<file path="config.mk">
export PLATFORM = sky130hd
export DESIGN_NAME = midi_byte_stream_parser_top
export DESIGN_NICKNAME = d
export VERILOG_FILES = /design/src/rtl/core/mbsp_pkg.sv /design/src/rtl/core/mbsp_decode.sv /design/src/rtl/core/midi_byte_stream_parser_top.sv
export SDC_FILE = /design/constraint.sdc
export NUM_CORES = 1
export LEC_CHECK = 0
export ABC_AREA = 1
export BUFFER_PORTS_ARGS = -buffer_cell sky130_fd_sc_hd__buf_2
export CAP_MARGIN = 20
export CORE_MARGIN = 10
export CORE_UTILIZATION = 35
export CTS_CLUSTER_DIAMETER = 50
export CTS_CLUSTER_SIZE = 28
export DETAILED_ROUTE_END_ITERATION = 7
export HOLD_SLACK_MARGIN = 0.05
export PLACE_DENSITY_LB_ADDON = 0.25
export SLEW_MARGIN = 20
export SYNTH_ARGS = -nofsm -noshare
export SYNTH_HDL_FRONTEND = slang
export SYNTH_HIERARCHICAL = 1
export SYNTH_SLANG_ARGS = --single-unit
</file>
<file path="constraint.sdc">
create_clock -name i_clk -period 7 [get_ports i_clk]
set_input_delay 1.05 -clock i_clk [delete_from_list [all_inputs] [get_ports i_clk]]
set_output_delay 1.05 -clock i_clk [all_outputs]
set_load 0.01 [all_outputs]
</file>
<file path="src/rtl/core/mbsp_pkg.sv">
package mbsp_pkg;

    // Status byte boundaries and the system-exclusive framing bytes.
    localparam logic [7:0] STATUS_MIN   = 8'h80;
    localparam logic [7:0] SYSEX_START  = 8'hF0;
    localparam logic [7:0] SYSEX_STOP   = 8'hF7;
    localparam logic [7:0] REALTIME_MIN = 8'hF8;

    // Result kinds, carried on the master-side tuser.
    localparam logic KIND_SHORT = 1'b0;
    localparam logic KIND_SYSEX = 1'b1;

    // Depth of the result queue and its index width.
    localparam int unsigned QUEUE_DEPTH = 4;
    localparam int unsigned QUEUE_AW    = 2;

    typedef struct packed {
        logic       kind;
        logic [7:0] byte_a;
        logic [7:0] byte_b;
        logic [7:0] byte_c;
        logic [1:0] msg_len;
        logic       sysex_end;
    } t_result;

    // Parser state; the third pending byte is never stored because the
    // message is complete as soon as it arrives.
    typedef struct packed {
        logic       in_sysex;
        logic [1:0] pend_cnt;
        logic [7:0] pend0;
        logic [7:0] pend1;
    } t_state;

    typedef struct packed {
        logic [1:0] num;
        t_result    res0;
        t_result    res1;
        t_state     next;
    } t_dec;

    // Message length in bytes for a status byte.
    function automatic logic [1:0] status_len(input logic [7:0] s);
        logic [1:0] len;
        if (s < 8'hC0) begin
            len = 2'd3;
        end else if (s < 8'hE0) begin
            len = 2'd2;
        end else if (s < 8'hF0) begin
            len = 2'd3;
        end else if (s == 8'hF1 || s == 8'hF3) begin
            len = 2'd2;
        end else if (s == 8'hF2) begin
            len = 2'd3;
        end else begin
            len = 2'd1;
        end
        return len;
    endfunction

    function automatic t_result make_result(input logic kind, input logic [7:0] a,
                                            input logic [7:0] b, input logic [7:0] c,
                                            input logic [1:0] len, input logic last);
        t_result r;
        r.kind      = kind;
        r.byte_a    = a;
        r.byte_b    = b;
        r.byte_c    = c;
        r.msg_len   = len;
        r.sysex_end = last;
        return r;
    endfunction

endpackage

</file>
<file path="src/rtl/core/mbsp_decode.sv">
module mbsp_decode (
    input  logic [7:0]      i_byte,
    input  mbsp_pkg::t_state i_state,
    output mbsp_pkg::t_dec  o_dec
);

    always_comb begin
        mbsp_pkg::t_dec  d;
        mbsp_pkg::t_result close_r;
        d        = '0;
        d.next   = i_state;
        close_r  = mbsp_pkg::make_result(mbsp_pkg::KIND_SYSEX, mbsp_pkg::SYSEX_STOP,
                                         8'd0, 8'd0, 2'd1, 1'b1);
        if (i_state.in_sysex) begin
            if (i_byte < mbsp_pkg::STATUS_MIN) begin
                d.num  = 2'd1;
                d.res0 = mbsp_pkg::make_result(mbsp_pkg::KIND_SYSEX, i_byte,
                                               8'd0, 8'd0, 2'd1, 1'b0);
            end else if (i_byte == mbsp_pkg::SYSEX_STOP) begin
                d.num           = 2'd1;
                d.res0          = close_r;
                d.next.in_sysex = 1'b0;
            end else if (i_byte == mbsp_pkg::SYSEX_START) begin
                // A new run closes the old one first.
                d.num  = 2'd2;
                d.res0 = close_r;
                d.res1 = mbsp_pkg::make_result(mbsp_pkg::KIND_SYSEX, mbsp_pkg::SYSEX_START,
                                               8'd0, 8'd0, 2'd1, 1'b0);
            end else if (i_byte > mbsp_pkg::SYSEX_START) begin
                d.num  = 2'd1;
                d.res0 = mbsp_pkg::make_result(mbsp_pkg::KIND_SHORT, i_byte,
                                               8'd0, 8'd0, 2'd1, 1'b0);
            end else begin
                // Channel status aborts the run and opens a message of two or
                // three bytes, so nothing else is emitted yet.
                d.num           = 2'd1;
                d.res0          = close_r;
                d.next.in_sysex = 1'b0;
                d.next.pend_cnt = 2'd1;
                d.next.pend0    = i_byte;
                d.next.pend1    = 8'd0;
            end
        end else begin
            if (i_byte == mbsp_pkg::SYSEX_START) begin
                d.num           = 2'd1;
                d.res0          = mbsp_pkg::make_result(mbsp_pkg::KIND_SYSEX,
                                                        mbsp_pkg::SYSEX_START,
                                                        8'd0, 8'd0, 2'd1, 1'b0);
                d.next.in_sysex = 1'b1;
                d.next.pend_cnt = 2'd0;
            end else if (i_byte >= mbsp_pkg::REALTIME_MIN) begin
                d.num  = 2'd1;
                d.res0 = mbsp_pkg::make_result(mbsp_pkg::KIND_SHORT, i_byte,
                                               8'd0, 8'd0, 2'd1, 1'b0);
            end else if (i_byte >= mbsp_pkg::STATUS_MIN) begin
                d.next.pend0 = i_byte;
                d.next.pend1 = 8'd0;
                if (mbsp_pkg::status_len(i_byte) == 2'd1) begin
                    d.num           = 2'd1;
                    d.res0          = mbsp_pkg::make_result(mbsp_pkg::KIND_SHORT, i_byte,
                                                            8'd0, 8'd0, 2'd1, 1'b0);
                    d.next.pend_cnt = 2'd0;
                end else begin
                    d.next.pend_cnt = 2'd1;
                end
            end else begin
                case (i_state.pend_cnt)
                    2'd1: begin
                        if (mbsp_pkg::status_len(i_state.pend0) == 2'd2) begin
                            d.num           = 2'd1;
                            d.res0          = mbsp_pkg::make_result(mbsp_pkg::KIND_SHORT,
                                                                    i_state.pend0, i_byte,
                                                                    8'd0, 2'd2, 1'b0);
                            d.next.pend_cnt = 2'd0;
                        end else begin
                            d.next.pend1    = i_byte;
                            d.next.pend_cnt = 2'd2;
                        end
                    end
                    2'd2: begin
                        d.num           = 2'd1;
                        d.res0          = mbsp_pkg::make_result(mbsp_pkg::KIND_SHORT,
                                                                i_state.pend0, i_state.pend1,
                                                                i_byte, 2'd3, 1'b0);
                        d.next.pend_cnt = 2'd0;
                    end
                    default: begin
                        // Data byte with no status pending is dropped.
                        d.num = 2'd0;
                    end
                endcase
            end
        end
        o_dec = d;
    end

endmodule

</file>
<file path="src/rtl/core/midi_byte_stream_parser_top.sv">
// MIDI byte stream parser. Each input beat carries one raw MIDI byte; the block
// assembles channel and system common messages of one to three bytes (lengths
// from the standard status table) and emits each one as a single output beat
// once it is complete, with tuser low. System-exclusive data from F0 onward is
// passed out one byte per beat with tuser high, and the run is closed by an F7
// beat with tlast high; the block inserts that F7 itself when a new F0 or a
// channel status byte cuts the run short. Realtime and other system bytes seen
// inside a run come out at once as one-byte messages, in stream order. Data
// bytes with no pending status are dropped, and running status is not
// supported. Timing: a byte is decoded in the cycle it is accepted and its
// results are registered into the result queue. The input takes one byte
// per cycle while s_axis_tready is high; a byte yields zero, one or (only for
// F0 inside a run) two output beats, and the output side delivers one beat per
// cycle while m_axis_tready is high, from a four-entry result queue. Input
// ready is low while that queue has fewer than two free entries, so the block
// takes one byte per cycle while the output takes every beat and no F0 cuts runs.
module midi_byte_stream_parser_top (
    input  logic        i_clk,
    input  logic        i_rst_n,
    input  logic        s_axis_tvalid,
    output logic        s_axis_tready,
    input  logic [7:0]  s_axis_tdata,   // [7:0] byte_in
    output logic        m_axis_tvalid,
    input  logic        m_axis_tready,
    output logic [31:0] m_axis_tdata,   // [7:0] byte_a, [15:8] byte_b, [23:16] byte_c,
                                        // [25:24] msg_len, [31:26] zero
    output logic        m_axis_tuser,   // [0] kind
    output logic        m_axis_tlast    // sysex_end
);

    localparam int unsigned CntW = mbsp_pkg::QUEUE_AW + 1;

    mbsp_pkg::t_state  r_state;
    mbsp_pkg::t_dec    dec;
    mbsp_pkg::t_result r_queue [mbsp_pkg::QUEUE_DEPTH];
    mbsp_pkg::t_result head;

    logic [mbsp_pkg::QUEUE_AW-1:0] r_wr_ptr, n_wr_ptr;
    logic [mbsp_pkg::QUEUE_AW-1:0] r_rd_ptr, n_rd_ptr;
    logic [CntW-1:0]               r_count, n_count;
    logic                          accept;
    logic                          pop;
    logic [1:0]                    push;

    // The decoder works straight off the accepted byte and the parser state;
    // its results land in the queue registers at the same edge.
    mbsp_decode u_decode (
        .i_byte  (s_axis_tdata),
        .i_state (r_state),
        .o_dec   (dec)
    );

    // Room for the worst case of two results per byte.
    assign s_axis_tready = (r_count <= CntW'(mbsp_pkg::QUEUE_DEPTH - 2));
    assign accept        = s_axis_tvalid && s_axis_tready;
    assign push          = accept ? dec.num : 2'd0;

    assign m_axis_tvalid = (r_count != '0);
    assign pop           = m_axis_tvalid && m_axis_tready;
    assign head          = r_queue[r_rd_ptr];

    assign m_axis_tdata  = {6'd0, head.msg_len, head.byte_c, head.byte_b, head.byte_a};
    assign m_axis_tuser  = head.kind;
    assign m_axis_tlast  = head.sysex_end;

    always_comb begin
        n_wr_ptr = r_wr_ptr + mbsp_pkg::QUEUE_AW'(push);
        n_rd_ptr = r_rd_ptr + mbsp_pkg::QUEUE_AW'(pop);
        n_count  = r_count + CntW'(push) - CntW'(pop);
    end

    always_ff @(posedge i_clk) begin
        if (!i_rst_n) begin
            r_state  <= '0;
            r_wr_ptr <= '0;
            r_rd_ptr <= '0;
            r_count  <= '0;
        end else begin
            if (accept) begin
                r_state <= dec.next;
            end
            r_wr_ptr <= n_wr_ptr;
            r_rd_ptr <= n_rd_ptr;
            r_count  <= n_count;
        end
    end

    // Queue payload needs no reset; entries are only read once written.
    always_ff @(posedge i_clk) begin
        if (push != 2'd0) begin
            r_queue[r_wr_ptr] <= dec.res0;
        end
        if (push == 2'd2) begin
            r_queue[r_wr_ptr + mbsp_pkg::QUEUE_AW'(1)] <= dec.res1;
        end
    end

endmodule

</file>
==> impl_summary.md <==
Outcome
The flow ran to the end, and the final reports show no timing, DRC or antenna violations.

Synthesis
The area share of fa/ha/maj cells after synthesis is 1.62%. The complex-gate fraction of the synthesized area is 9.23%. Each instance of the synthesized netlist takes up on average 7.80 µm². nand2_1 is the most common cell in the netlist. The cell taking the most area after synthesis is edfxtp_1. The area share of the leading cell type in the synthesized netlist is 41.1%. The mux cell area share after synthesis is 0%. The xor and xnor area share after synthesis is 0.321%. The number of warning messages in the yosys log is 6. The sequential fraction of the synthesis area is 47.5%. The number of distinct library cells after synthesis is 35. The number of synthesized flops with an enable pin is 112.

By area the synthesized netlist is led by edfxtp_1, nand2_1, nand3_1. By count the netlist is led by nand2_1, nand3_1, edfxtp_1, nor2_1, o21ai_0. After synthesis, the largest family of logic cells by area is simple AND/OR/NAND/NOR gates. The gate count of the mapped netlist is 1048.

Of all flip-flops after synthesis, the portion carrying an async set or reset was 0%. The simple-gate share of the synthesized area is 31.3%. The post-synth design cell area is 0.00817 mm². The commonest register cell after synthesis is edfxtp_1. The flop and latch count out of synthesis is 138.

Clock tree
The clock passes through at most 2 buffers. After clock tree synthesis, the flow added hold-fix buffers numbering 0. The number of clock buffers inserted by TritonCTS is 17. Post-CTS timing repair inserted 0 buffers for setup. The CTS tree is built. The tree built by TritonCTS fans out to 138 sinks. After clock tree synthesis, the clock-pin slew on the worst setup and hold paths is 60 ps. The count of cells resized by post-cts repair is 0. The source-to-sink clock delay at the later pin of the worst-skew pair is 420 ps. The H-tree was split into 4 levels.

The clock tree root buffer cell is clkbuf_16.

Global route
The wire length of the first global-routing pass is 37.1 mm. The total routing usage reported by global routing is 15.3%. The initial antenna violation count is 0. The largest net degree at the start of global routing is 66. The number of global-route vias before repair was 6767. Summed over all layers, the global routing overflow is 0.

Routing
The routed length per instance is 17.0 µm. The first detailed-routing pass ran for 5 iterations. The remaining design rule violation count is 0. The detailed router's first-iteration violation count is 655. Once detail routing completed, the nets flagged for antenna violations numbered 0. Using the TritonRoute via totals, the vias-per-cell ratio works out to 5.12. For this block, the routed nets add up to 23.3 mm of wire. The total number of vias is 7017.

Timing
Headroom to the max-slew limit came out at 32.2%. The final hold violation count is 0. Derived from the worst setup path, the maximum achievable clock frequency is 267 MHz. Setup violations remaining at the end of the flow were counted as 0.

Final hold analysis gives a worst-case slack of 486 ps. The shortest clock period the worst path allows after layout is 3740 ps. Setup repair after global routing left no endpoint under its margin.

The total count of max-transition violations in the final report was 0. The clock skew after layout is 9.99 ps. The final-layout setup total negative slack is 0 ps.

Of the available clock period, the critical path in the final layout requires 53.5%. For the pin with the worst max-slew slack, the measured transition is 1020 ps.

Worst setup path
The critical path goes through buf_2 -> nand4_1 -> a21oi_1 -> nor3_2 -> a21oi_1 -> inv_1 -> nor2_1 -> inv_1 -> nand2_1 -> nand2_1 -> nand2_1 -> buf_4. The slowest stage of the critical path is the a21oi_1 cell. The start of the worst register-to-register path is r_state[16]$_SDFFE_PN0N_. The most frequent cell on the critical path is nand2_1. In this design, the largest share of critical-path delay is due to simple AND/OR/NAND/NOR gates. The kind of end point of the critical path is a flop.

The delay of the slowest cell on the worst path is 450 ps. The critical path contains buffers and inverters numbering 4 combined. At the worst endpoint, the required time is 7090 ps.

The start point of the critical path is s_axis_tdata[7]. The worst setup path is launched from an input port. Along the worst path, the maximum fanout reaches 18. By startpoint and endpoint, the worst setup path is classified as input port to flop.

The data arrival time at the worst-slack endpoint is 3830 ps.

Final layout
The number of antenna diodes in the final layout is 0. The count of filler cells inserted in the layout is 2368. Compared with the post-synthesis result, the final layout area differs by 9.15%. The layout cell share with drive strength beyond 1 is 10.3%. The number of nets in the final layout is 1067.

Floorplanning
In this run the horizontal extent of the chip is 173 µm. The initial core utilization is 35.9%. The floorplan step defined a die boundary enclosing 0.0299 mm². For this design the top-level I/O count stands at 48. The overall die height is 173 µm. The area inside the core boundary is 0.0228 mm².

The placement row count is 55.

Power
The total power consumption of the routed design is 2.36 mW. For this design the ratio of total power to cell area is 264 mW/mm². For this design the static power due to leakage is 3.74 nW.

IR analysis of the VDD net gives a maximum drop of 160 µV.

Place
Routability-driven placement finished with a final weighted congestion of 0.947. The final HPWL from detailed placement is 14.9 mm. Input and output buffers added on the ports amount to 41.

Hold path
The launch point of the worst hold path is r_state[3]$_SDFFE_PN0N_. The path class of the tightest hold or removal check is flop to flop.

Flow run
Max-cap violations in this run came to 0.
## report_power, final
part | switching [mW] | total, mW | internal [mW]
Sequential | 0.0689 | 0.973 | 0.905
Clock | 0.353 | 0.877 | 0.523
Combinational | 0.340 | 0.507 | 0.167
Total | 0.762 | 2.36 | 1.60
## cells in the final DEF (no fill, tap or decap), types with 3 or more instances in the layout
| cell | n |
|---|---|
| a21oi_1 | 45 |
| buf_2 | 41 |
| buf_4 | 16 |
| clkbuf_16 | 17 |
| clkinv_1 | 3 |
| clkinv_2 | 3 |
| clkinv_4 | 4 |
| conb_1 | 29 |
| dfxtp_1 | 25 |
| edfxtp_1 | 112 |
| ha_1 | 9 |
| inv_1 | 32 |
| inv_2 | 6 |
| nand2_1 | 342 |
| nand3_1 | 149 |
| nand4_1 | 12 |
| nor2_1 | 91 |
| nor2_2 | 6 |
| o21ai_0 | 59 |
| o21ai_1 | 3 |
| o22ai_1 | 29 |
## worst min-delay path, delay by kind of cell, from the launching register on
kind               cells  cell delay (ps)
and+or+nand+nor        1               60
DFF                    1              320
AOI/OAI and AO/OA      1               50
## cells by family (layout without fill, tap and decap cells)
group / after synthesis / after routing
and+or+nand+nor: 610 / 610
buffers and inverters: 145 / 128
AOI/OAI and AO/OA: 140 / 140
DFF: 138 / 138
adders and majority gates: 10 / 10
xor gates and xnor gates: 3 / 3
other: 2 / 29
## metal layers
layer	share of wire, %	wire length [µm]	vias to the layer above	global-route usage [%]
met5	0	0	-	0
met2	47	11000	226	24.7
met1	45	10400	3311	20.4
met4	1.0	242	0	3.63
met3	7.1	1650	20	3.57
li1	-	-	3460	-
## state kept, by name, summed over array words and instances, names as in the netlist
name      cells
r_state      19
r_wr_ptr      2
r_queue     112
r_count       3
r_rd_ptr      2
## metrics by stage
stage	cells	setup WS, ps	utilization (%)	area (µm²)
4_1_cts	1371	2930	39.2	8920
6_report	1371	3260	39.2	8920
3_5_place_dp	1339	2860	36.6	8340
5_1_grt	1371	2950	39.2	8920
2_1_floorplan	1075	3400	-	8280
3_3_place_gp	1339	2930	36.6	8340
## layout make-up
class / count / area [µm²] / area share [%]
multi-input cells: 792 / 3600 / 40.3
repair buffers: 57 / 325 / 3.65
clock buffers: 17 / 425 / 4.77
well taps: 313 / 392 / 4.39
inverters: 39 / 146 / 1.64
clock inverters: 15 / 150 / 1.68
flip-flops and latches: 138 / 3890 / 43.6
## worst paths after layout
path	slack, ps	depth (start not counted)	endpoint
hold / removal	490	2	r_state[3]$_SDFFE_PN0N_
setup reg to reg	3450	12	r_queue[3][11]$_DFFE_PP_
setup / recovery	3260	12	r_queue[3][11]$_DFFE_PP_
hold reg to reg	490	2	r_state[3]$_SDFFE_PN0N_
Power figures use the tool's default switching activity.
